`src/rtl/core/u8tx_pkg.sv`:
```
// ----------------------------------------------------------------------------
// u8tx_pkg
// Shared types and constants for the UTF-8 to UTF-16 / UTF-32 transcoder.
// ----------------------------------------------------------------------------
`default_nettype none

package u8tx_pkg;

  localparam int UNIT_W      = 21;
  localparam int COUNT_WIDTH = 24;
  localparam int QDEPTH      = 4;
  localparam int QPTR_W      = $clog2(QDEPTH);
  localparam int QCNT_W      = $clog2(QDEPTH + 1);

  localparam logic [COUNT_WIDTH-1:0] COUNT_MAX = '1;

  // lead byte class boundaries
  localparam logic [7:0] LEAD_2B_MAX = 8'hDF;
  localparam logic [7:0] LEAD_3B_MAX = 8'hEF;
  localparam logic [1:0] CONT_TAG    = 2'b10;

  localparam logic [UNIT_W-1:0] SUPP_BASE    = 21'h010000;
  localparam logic [UNIT_W-1:0] HI_SURR_BASE = 21'h00D800;
  localparam logic [UNIT_W-1:0] LO_SURR_BASE = 21'h00DC00;

  localparam logic MODE_UTF16 = 1'b0;

  // one queue entry holds what a single byte releases:
  // an optional flushed partial point, then optionally a point or a terminator
  typedef struct packed {
    logic              has_a;
    logic [UNIT_W-1:0] pt_a;
    logic              has_b;
    logic              b_term;
    logic [UNIT_W-1:0] pt_b;
  } u8tx_entry_t;

endpackage

`default_nettype wire

```
`src/rtl/core/u8tx_front.sv`:
```
// ----------------------------------------------------------------------------
// u8tx_front
// Byte decoder: tracks the open code point and pushes released events.
// ----------------------------------------------------------------------------
`default_nettype none

module u8tx_front
  import u8tx_pkg::*;
(
  input  wire logic        clk,
  input  wire logic        rst,
  input  wire logic        in_valid,
  output logic             in_stall,
  input  wire logic [7:0]  in_byte,
  input  wire logic        q_full,
  output logic             push,
  output u8tx_entry_t      push_entry
);

  logic [UNIT_W-1:0] partial;
  logic [UNIT_W-1:0] partial_next;
  logic [1:0]        expect_cnt;
  logic [1:0]        expect_cnt_next;
  logic              accept;
  logic              open_seq;
  logic [1:0]        dec_cnt;
  logic [UNIT_W-1:0] cont_bits;
  logic [UNIT_W-1:0] merged;
  u8tx_entry_t       ent;

  assign in_stall = q_full;
  assign accept   = in_valid && !q_full;
  assign open_seq = (expect_cnt != 2'd0);
  assign dec_cnt  = expect_cnt - 2'd1;

  always_comb begin
    cont_bits = '0;
    case (dec_cnt)
      2'd0:    cont_bits = {15'd0, in_byte[5:0]};
      2'd1:    cont_bits = {9'd0, in_byte[5:0], 6'd0};
      default: cont_bits = {3'd0, in_byte[5:0], 12'd0};
    endcase
  end

  assign merged = partial | cont_bits;

  always_comb begin
    ent             = '0;
    partial_next    = partial;
    expect_cnt_next = expect_cnt;
    if (in_byte == 8'd0) begin
      ent.has_a       = open_seq;
      ent.pt_a        = partial;
      ent.has_b       = 1'b1;
      ent.b_term      = 1'b1;
      partial_next    = '0;
      expect_cnt_next = 2'd0;
    end else if (open_seq && in_byte[7:6] == CONT_TAG) begin
      expect_cnt_next = dec_cnt;
      if (dec_cnt == 2'd0) begin
        ent.has_b    = 1'b1;
        ent.pt_b     = merged;
        partial_next = '0;
      end else begin
        partial_next = merged;
      end
    end else begin
      // early lead flushes the open point as it stands
      ent.has_a = open_seq;
      ent.pt_a  = partial;
      if (!in_byte[7]) begin
        ent.has_b       = 1'b1;
        ent.pt_b        = {13'd0, in_byte};
        partial_next    = '0;
        expect_cnt_next = 2'd0;
      end else if (in_byte <= LEAD_2B_MAX) begin
        partial_next    = {10'd0, in_byte[4:0], 6'd0};
        expect_cnt_next = 2'd1;
      end else if (in_byte <= LEAD_3B_MAX) begin
        partial_next    = {5'd0, in_byte[3:0], 12'd0};
        expect_cnt_next = 2'd2;
      end else begin
        partial_next    = {in_byte[2:0], 18'd0};
        expect_cnt_next = 2'd3;
      end
    end
  end

  assign push       = accept && (ent.has_a || ent.has_b);
  assign push_entry = ent;

  always_ff @(posedge clk) begin
    if (rst) begin
      partial    <= '0;
      expect_cnt <= 2'd0;
    end else if (accept) begin
      partial    <= partial_next;
      expect_cnt <= expect_cnt_next;
    end
  end

endmodule

`default_nettype wire

```
`src/rtl/core/u8tx_queue.sv`:
```
// ----------------------------------------------------------------------------
// u8tx_queue
// Small register FIFO between the byte decoder and the word emitter.
// ----------------------------------------------------------------------------
`default_nettype none

module u8tx_queue
  import u8tx_pkg::*;
(
  input  wire logic        clk,
  input  wire logic        rst,
  input  wire logic        push,
  input  wire u8tx_entry_t push_entry,
  input  wire logic        pop,
  output logic             full,
  output logic             head_valid,
  output u8tx_entry_t      head
);

  u8tx_entry_t       slots [QDEPTH];
  logic [QPTR_W-1:0] wr_ptr;
  logic [QPTR_W-1:0] rd_ptr;
  logic [QCNT_W-1:0] count;
  logic              do_push;
  logic              do_pop;

  assign full       = (count == QCNT_W'(QDEPTH));
  assign head_valid = (count != '0);
  assign head       = slots[rd_ptr];
  assign do_push    = push && !full;
  assign do_pop     = pop && head_valid;

  always_ff @(posedge clk) begin
    if (do_push) begin
      slots[wr_ptr] <= push_entry;
    end
  end

  always_ff @(posedge clk) begin
    if (rst) begin
      wr_ptr <= '0;
      rd_ptr <= '0;
      count  <= '0;
    end else begin
      if (do_push) begin
        wr_ptr <= (wr_ptr == QPTR_W'(QDEPTH - 1)) ? '0 : wr_ptr + 1'b1;
      end
      if (do_pop) begin
        rd_ptr <= (rd_ptr == QPTR_W'(QDEPTH - 1)) ? '0 : rd_ptr + 1'b1;
      end
      if (do_push && !do_pop) begin
        count <= count + 1'b1;
      end else if (do_pop && !do_push) begin
        count <= count - 1'b1;
      end
    end
  end

endmodule

`default_nettype wire

```
`src/rtl/core/u8tx_back.sv`:
```
// ----------------------------------------------------------------------------
// u8tx_back
// Word emitter: expands queued events into code units, counts them and
// holds the output register.
// ----------------------------------------------------------------------------
`default_nettype none

module u8tx_back
  import u8tx_pkg::*;
(
  input  wire logic                   clk,
  input  wire logic                   rst,
  input  wire logic                   cfg_we,
  input  wire logic                   cfg_data,
  input  wire logic                   head_valid,
  input  wire u8tx_entry_t            head,
  output logic                        pop,
  output logic                        second_half,
  output logic                        out_valid,
  input  wire logic                   out_stall,
  output logic [UNIT_W-1:0]           code_unit,
  output logic                        is_terminator,
  output logic [COUNT_WIDTH-1:0]      unit_count
);

  logic                   mode;
  logic                   done_a;
  logic                   half;
  logic [COUNT_WIDTH-1:0] units;
  logic                   load;
  logic                   cur_is_a;
  logic [UNIT_W-1:0]      pt;
  logic                   term;
  logic                   surr;
  logic [UNIT_W-1:0]      v;
  logic [UNIT_W-1:0]      unit_next;
  logic                   event_last;
  logic                   entry_last;

  assign load     = head_valid && (!out_valid || !out_stall);
  assign cur_is_a = head.has_a && !done_a;
  assign pt       = cur_is_a ? head.pt_a : head.pt_b;
  assign term     = !cur_is_a && head.b_term;
  assign surr     = (mode == MODE_UTF16) && !term && (pt[UNIT_W-1:16] != '0);
  assign v        = pt - SUPP_BASE;

  always_comb begin
    if (term) begin
      unit_next = '0;
    end else if (surr && half) begin
      unit_next = {11'd0, v[9:0]} + LO_SURR_BASE;
    end else if (surr) begin
      unit_next = {10'd0, v[20:10]} + HI_SURR_BASE;
    end else begin
      unit_next = pt;
    end
  end

  assign event_last  = !surr || half;
  assign entry_last  = event_last && (!cur_is_a || !head.has_b);
  assign pop         = load && entry_last;
  assign second_half = half;

  always_ff @(posedge clk) begin
    if (rst) begin
      mode <= MODE_UTF16;
    end else if (cfg_we) begin
      mode <= cfg_data;
    end
  end

  always_ff @(posedge clk) begin
    if (rst) begin
      out_valid <= 1'b0;
      done_a    <= 1'b0;
      half      <= 1'b0;
      units     <= '0;
    end else begin
      if (load) begin
        out_valid <= 1'b1;
      end else if (!out_stall) begin
        out_valid <= 1'b0;
      end
      if (load) begin
        if (entry_last) begin
          done_a <= 1'b0;
          half   <= 1'b0;
        end else if (event_last) begin
          done_a <= 1'b1;
          half   <= 1'b0;
        end else begin
          half <= 1'b1;
        end
        if (term) begin
          units <= '0;
        end else if (units != COUNT_MAX) begin
          units <= units + 1'b1;
        end
      end
    end
  end

  always_ff @(posedge clk) begin
    if (load) begin
      code_unit     <= unit_next;
      is_terminator <= term;
      unit_count    <= term ? units : '0;
    end
  end

endmodule

`default_nettype wire

```
`src/rtl/core/utf8_to_utf16_utf32_transcoder_core.sv`:
```
// ----------------------------------------------------------------------------
// utf8_to_utf16_utf32_transcoder_core
// Lenient UTF-8 decoder that emits UTF-16 code units or UTF-32 code points.
// ----------------------------------------------------------------------------
//
//  channel   handshake              payload
//  -------   --------------------   -----------------------------------------
//  in        in_valid / in_stall    in_byte[7:0]
//  out       out_valid / out_stall  code_unit[20:0], is_terminator,
//                                   unit_count[23:0]
//  cfg       cfg_valid / cfg_ready  cfg_data (output_mode, 0 = utf-16)
//
//  one byte is taken per cycle while the four-entry event queue has room
//  the emitter sends one word per cycle while out_stall is low, and a byte
//  can produce up to three words
//  ascii runs at one byte per cycle while out_stall is low
//  a byte is registered in a queue slot, then its first word in the output register
//  synchronous reset clears the control state but not the data registers; cfg_ready is always high
//  in_stall rises only when the queue is full
// ----------------------------------------------------------------------------
`default_nettype none

module utf8_to_utf16_utf32_transcoder_core
  import u8tx_pkg::*;
(
  input  wire logic                   clk,
  input  wire logic                   rst,
  input  wire logic                   in_valid,
  output logic                        in_stall,
  input  wire logic [7:0]             in_byte,
  output logic                        out_valid,
  input  wire logic                   out_stall,
  output logic [UNIT_W-1:0]           code_unit,
  output logic                        is_terminator,
  output logic [COUNT_WIDTH-1:0]      unit_count,
  input  wire logic                   cfg_valid,
  output logic                        cfg_ready,
  input  wire logic                   cfg_data
);

  logic        q_full;
  logic        push;
  u8tx_entry_t push_entry;
  logic        pop;
  logic        head_valid;
  u8tx_entry_t head;
  logic        second_half;

  assign cfg_ready = 1'b1;

  u8tx_front u_front (
    .clk        (clk),
    .rst        (rst),
    .in_valid   (in_valid),
    .in_stall   (in_stall),
    .in_byte    (in_byte),
    .q_full     (q_full),
    .push       (push),
    .push_entry (push_entry)
  );

  u8tx_queue u_queue (
    .clk        (clk),
    .rst        (rst),
    .push       (push),
    .push_entry (push_entry),
    .pop        (pop),
    .full       (q_full),
    .head_valid (head_valid),
    .head       (head)
  );

  u8tx_back u_back (
    .clk           (clk),
    .rst           (rst),
    .cfg_we        (cfg_valid && cfg_ready),
    .cfg_data      (cfg_data),
    .head_valid    (head_valid),
    .head          (head),
    .pop           (pop),
    .second_half   (second_half),
    .out_valid     (out_valid),
    .out_stall     (out_stall),
    .code_unit     (code_unit),
    .is_terminator (is_terminator),
    .unit_count    (unit_count)
  );

  // a stalled input always has queued work behind it
  a_stall_has_work: assert property (@(posedge clk) disable iff (rst)
    in_stall |-> head_valid)
    else $error("input stalled with empty queue");

  // low surrogate pending means its entry is still at the queue head
  a_half_has_head: assert property (@(posedge clk) disable iff (rst)
    second_half |-> head_valid)
    else $error("surrogate half without queued entry");

  a_term_zero_unit: assert property (@(posedge clk) disable iff (rst)
    (out_valid && is_terminator) |-> (code_unit == '0))
    else $error("terminator with nonzero code unit");

  a_count_only_term: assert property (@(posedge clk) disable iff (rst)
    (out_valid && !is_terminator) |-> (unit_count == '0))
    else $error("unit count on a non-terminator word");

endmodule

`default_nettype wire
```
`config.mk`:
```
export PLATFORM = sky130hd
export DESIGN_NAME = utf8_to_utf16_utf32_transcoder_core
export DESIGN_NICKNAME = d
export VERILOG_FILES = /design/src/rtl/core/u8tx_pkg.sv /design/src/rtl/core/u8tx_front.sv /design/src/rtl/core/u8tx_queue.sv /design/src/rtl/core/u8tx_back.sv /design/src/rtl/core/utf8_to_utf16_utf32_transcoder_core.sv
export SDC_FILE = /design/constraint.sdc
export NUM_CORES = 1
export LEC_CHECK = 0
export ABC_AREA = 0
export BUFFER_PORTS_ARGS = -buffer_cell sky130_fd_sc_hd__buf_2
export CELL_PAD_IN_SITES_DETAIL_PLACEMENT = 1
export CELL_PAD_IN_SITES_GLOBAL_PLACEMENT = 2
export CORE_ASPECT_RATIO = 0.8
export CORE_MARGIN = 1.5
export CORE_UTILIZATION = 45
export CTS_CLUSTER_DIAMETER = 200
export DETAILED_ROUTE_END_ITERATION = 6
export MAX_ROUTING_LAYER = met4
export PLACE_DENSITY_LB_ADDON = 0.1
export SLEW_MARGIN = 5
export SYNTH_ARGS = -nofsm -noshare
export SYNTH_HDL_FRONTEND = slang
export SYNTH_HIERARCHICAL = 1
export SYNTH_SLANG_ARGS = --single-unit
export TNS_END_PERCENT = 1
```
`constraint.sdc`:
```
create_clock -name clk -period 4.65 [get_ports clk]
set_input_delay 0.93 -clock clk [delete_from_list [all_inputs] [get_ports clk]]
set_output_delay 0.93 -clock clk [all_outputs]
set_load 0.05 [all_outputs]
```
==> metrics.md <==
| Metric | Value |
|---|---|
| Clk root buf | `clkbuf_16` |
| Layout cells sized above 1 | `23.38%` |
| Fmax | `260.2 MHz` |
| Status | `completed` |
| Worst path max stage delay | `0.59 ns` |
| P per Cell Area | `598.9 nW/um^2` |
| Peak VDD IR | `0.3034 mV` |
| Routed Antenna Nets | `0` |
| I/O Buffers | `61` |
| Die height | `148.7 um` |
| CTS buffer count | `30` |
| GP Congestion | `0.8138` |
| Placed cell count | `1182` |
| WP data required | `5.12 ns` |
| Cell variety after synth | `75` |
| Register area | `7990 um^2` |
| Top Ports | `63` |
| Fin Clk Skew | `0.008092 ns` |
| Setup violators final | `0` |
| R2R cell count | `13` |
| DIE AREA | `27540 um^2` |
| RSZ-0062 raised after global routing | `no` |
| Worst setup SP type | `register` |
| Total chip power | `8127 uW` |
| Register bit count reported by yosys | `286` |
| Cells along the critical path | `mux4_2 > nand2b_4 > mux2i_1 > o31ai_4 > nand2_2 > a21oi_1 > o31ai_2 > ha_1 > inv_1 > fa_1 > xor2_1 > or3_1 > a21oi_1` |
| Worst setup path end | `u_queue/count[2]` |
| Routed len/inst | `23.19 um` |
| Largest net degree at the start of global routing | `54` |
| Die width | `185.2 um` |
| Largest cells by area after synthesis | `edfxtp_1, dfxtp_1, mux4_2` |
| Synth Instances | `784` |
| Worst-Margin Slew | `0.9199 ns` |
| Antenna violations before repair | `0` |
| EDFF count, synth | `226` |
| CP Class | `register to register` |
| Final Net Count | `883` |
| Max Slew Vio Count | `0` |
| Pleak | `0.004850 uW` |
| Minimum clock period | `3.843 ns` |
| Most common cell in the netlist | `edfxtp_1` |
| Met2 Resource Use GR | `33.57%` |
| Area Overhead vs Synth | `13.60%` |
| Residual DRC count | `0` |
| Async SR Flop Fraction | `0%` |
| Fin. Hold Viols | `0` |
| Mapped Nets | `810` |
| DRT iter0 DRCs | `616` |
| FF-to-FF setup slack | `0.81 ns` |
| Post-synthesis sequential area ratio | `66.87%` |
| WL final | `28.71 mm` |
| Clk sinks | `286` |
| # H-tree levels | `1` |
| Setup Fix Bufs, Post-CTS | `0` |
| Multi-input logic area | `3641 um^2` |
| Dpl hpwl | `18.95 mm` |
| Total gr overflow | `0` |
| Global-route usage over all layers | `22.31%` |
| Hold-fix buffers, CTS | `0` |
| Fin util | `51.80%` |
| CP Capture Type | `register` |
| Largest area contributor in the netlist | `edfxtp_1` |
| Resize count post-CTS | `0` |
| Tightest Hold Check Type | `register to register` |
| Clk pin slew, worst setup/hold paths | `0.06 ns` |
| GR Util met1 | `32.32%` |
| Via density | `5.657` |
| Max cap viols | `0` |
| M3 GR Usage | `3.673%` |
| TritonCTS clock tree | `built` |
| Final Non-Filler Cells | `1238` |
| Reg-to-Reg End | `u_queue/count[2]` |
| Fillers | `2518` |
| Setup TNS | `0 ns` |
| Clock Latency Late Sink | `0.54 ns` |
| Max clock buf depth | `3` |
| Crit share post-route | `82.65%` |
| Global routing's busiest layer | `met2` |
| Core box area | `26190 um^2` |
| Primary FF master, synth | `edfxtp_1` |
| Synth top area share | `56.81%` |
| Warnings from Yosys | `6` |
| Slowest CP cell | `dfxtp_2` |
| Vias | `7003` |
| # rows | `53` |
| WP data arrival | `4.31 ns` |
| Router iterations before antenna repair | `5` |
| CP dominant cell by count | `a21oi_1` |
| Avg Cell Area, Syn | `15.24 um^2` |
| Starting Density | `45.60%` |
| First-pass GRT wire length | `44.40 mm` |
| Crit Path Max Fanout | `20` |
| Diodes inserted | `0` |
| Slew HR | `38.67%` |
| Vias in the first global route | `7453` |
| Most frequent cells after synthesis | `edfxtp_1, nor2_1, dfxtp_1` |
| Syn Std Cell Area | `11950 um^2` |
==> worst max-delay path, delay by kind of cell (launching register included) <==
kind / cells / cell delay [ns]
AO/OA/AOI/OAI: 4 / 0.50
adder cells (fa/ha/maj): 2 / 0.67
buffers and inverters: 1 / 0.07
flip-flops: 1 / 0.59
AND/OR/NAND/NOR: 3 / 0.79
multiplexers: 2 / 1.00
XOR/XNOR: 1 / 0.16
==> report_power, final <==
group	total [uW]	internal, uW	switching [uW]
combinational	2560	718	1840
clock	2200	1260	942
sequential	3370	3240	129
total	8130	5220	2910
==> per-layer routing <==
metal | vias up | part of all wire, %
met5 | - | 0
met1 | 3652 | 49
met3 | 29 | 4.9
met4 | 0 | 1.2
met2 | 170 | 45
li1 | 3152 | -
==> worst min path at each step <==
stage                         from             endpoint  slack [ns]  cells past startpoint
6_report        u_front/partial[0]   u_front/partial[0]        0.48                      1
5_1_grt         u_front/partial[4]   u_front/partial[4]        0.50                      1
4_1_cts         u_front/partial[0]   u_front/partial[0]        0.48                      1
3_5_place_dp    u_front/partial[4]   u_front/partial[4]        0.47                      1
3_3_place_gp    u_front/partial[1]   u_front/partial[1]        0.46                      1
2_1_floorplan  u_front/partial[19]  u_front/partial[19]        0.43                      2
==> per-stage QoR <==
stage | instance area [um^2] | setup WS (ns) | hold WS (ns)
2_1_floorplan | 11950 | 0.7449 | 0.4297
3_3_place_gp | 12660 | 0.8998 | 0.4648
3_5_place_dp | 12660 | 0.8117 | 0.4656
4_1_cts | 13570 | 0.7856 | 0.4804
5_1_grt | 13570 | 0.5595 | 0.5050
6_report | 13570 | 0.8067 | 0.4793
==> flip-flops by register name, indices dropped and copies added, names as in the netlist, named ones only <==
register              count
u_queue/rd_ptr            2
u_back/second_half        1
u_queue/wr_ptr            2
u_queue/count             3
u_back/unit_count        24
u_queue/slots           180
u_back/done_a             1
u_front/partial          21
u_back/units             24
u_back/out_valid          1
u_back/is_terminator      1
u_front/expect_cnt        2
u_back/code_unit         21
u_back/mode               1
==> placed cells by master (no fill, tap or decap), types with 3 or more instances in the layout <==
master     synthesis  final
nand3_1           10     10
dfxtp_1           60     58
or3_1              9      9
clkbuf_16          0     31
buf_2             11     61
a21oi_1           44     44
nor3_1             4      4
ha_1              11     11
a2111oi_1          3      3
mux4_2            45     45
and3_1            33     29
mux2i_1           20     20
nor2_1            61     61
o21a_1             3      3
a22o_1            11     11
buf_12             0      3
o31ai_2            4      4
xnor2_1           16     16
clkinv_2           0      8
nor2b_1            5      5
mux2_2             6      6
a211oi_1           5      5
clkbuf_1          15     12
buf_4              6     18
and2b_1            3      3
and3_2             0      4
o21ai_0           12     12
nand4_1            7      7
nand2_1           40     40
and4_1             7      7
and2_1            29     29
inv_1             13     13
edfxtp_1         226    226
xor2_1             5      5
==> layout make-up <==
type,count,area share (%)
clock buffers,45,6.252
well taps,357,3.292
flip-flops and latches,286,58.88
repair buffers,82,3.688
multi-input cells,441,26.83
clock inverters,11,0.4703
inverters,16,0.5809
==> cells by family after synthesis <==
| family | synth area share [%] |
|---|---|
| other | 0.03139 |
| buffers and inverters | 2.692 |
| adders and majority gates | 1.320 |
| DFF | 66.87 |
| AOI/OAI and AO/OA | 6.348 |
| and+or+nand+nor | 10.35 |
| muxes | 10.85 |
| xor gates and xnor gates | 1.540 |
Note: power is estimated with default switching activity, not from simulation.
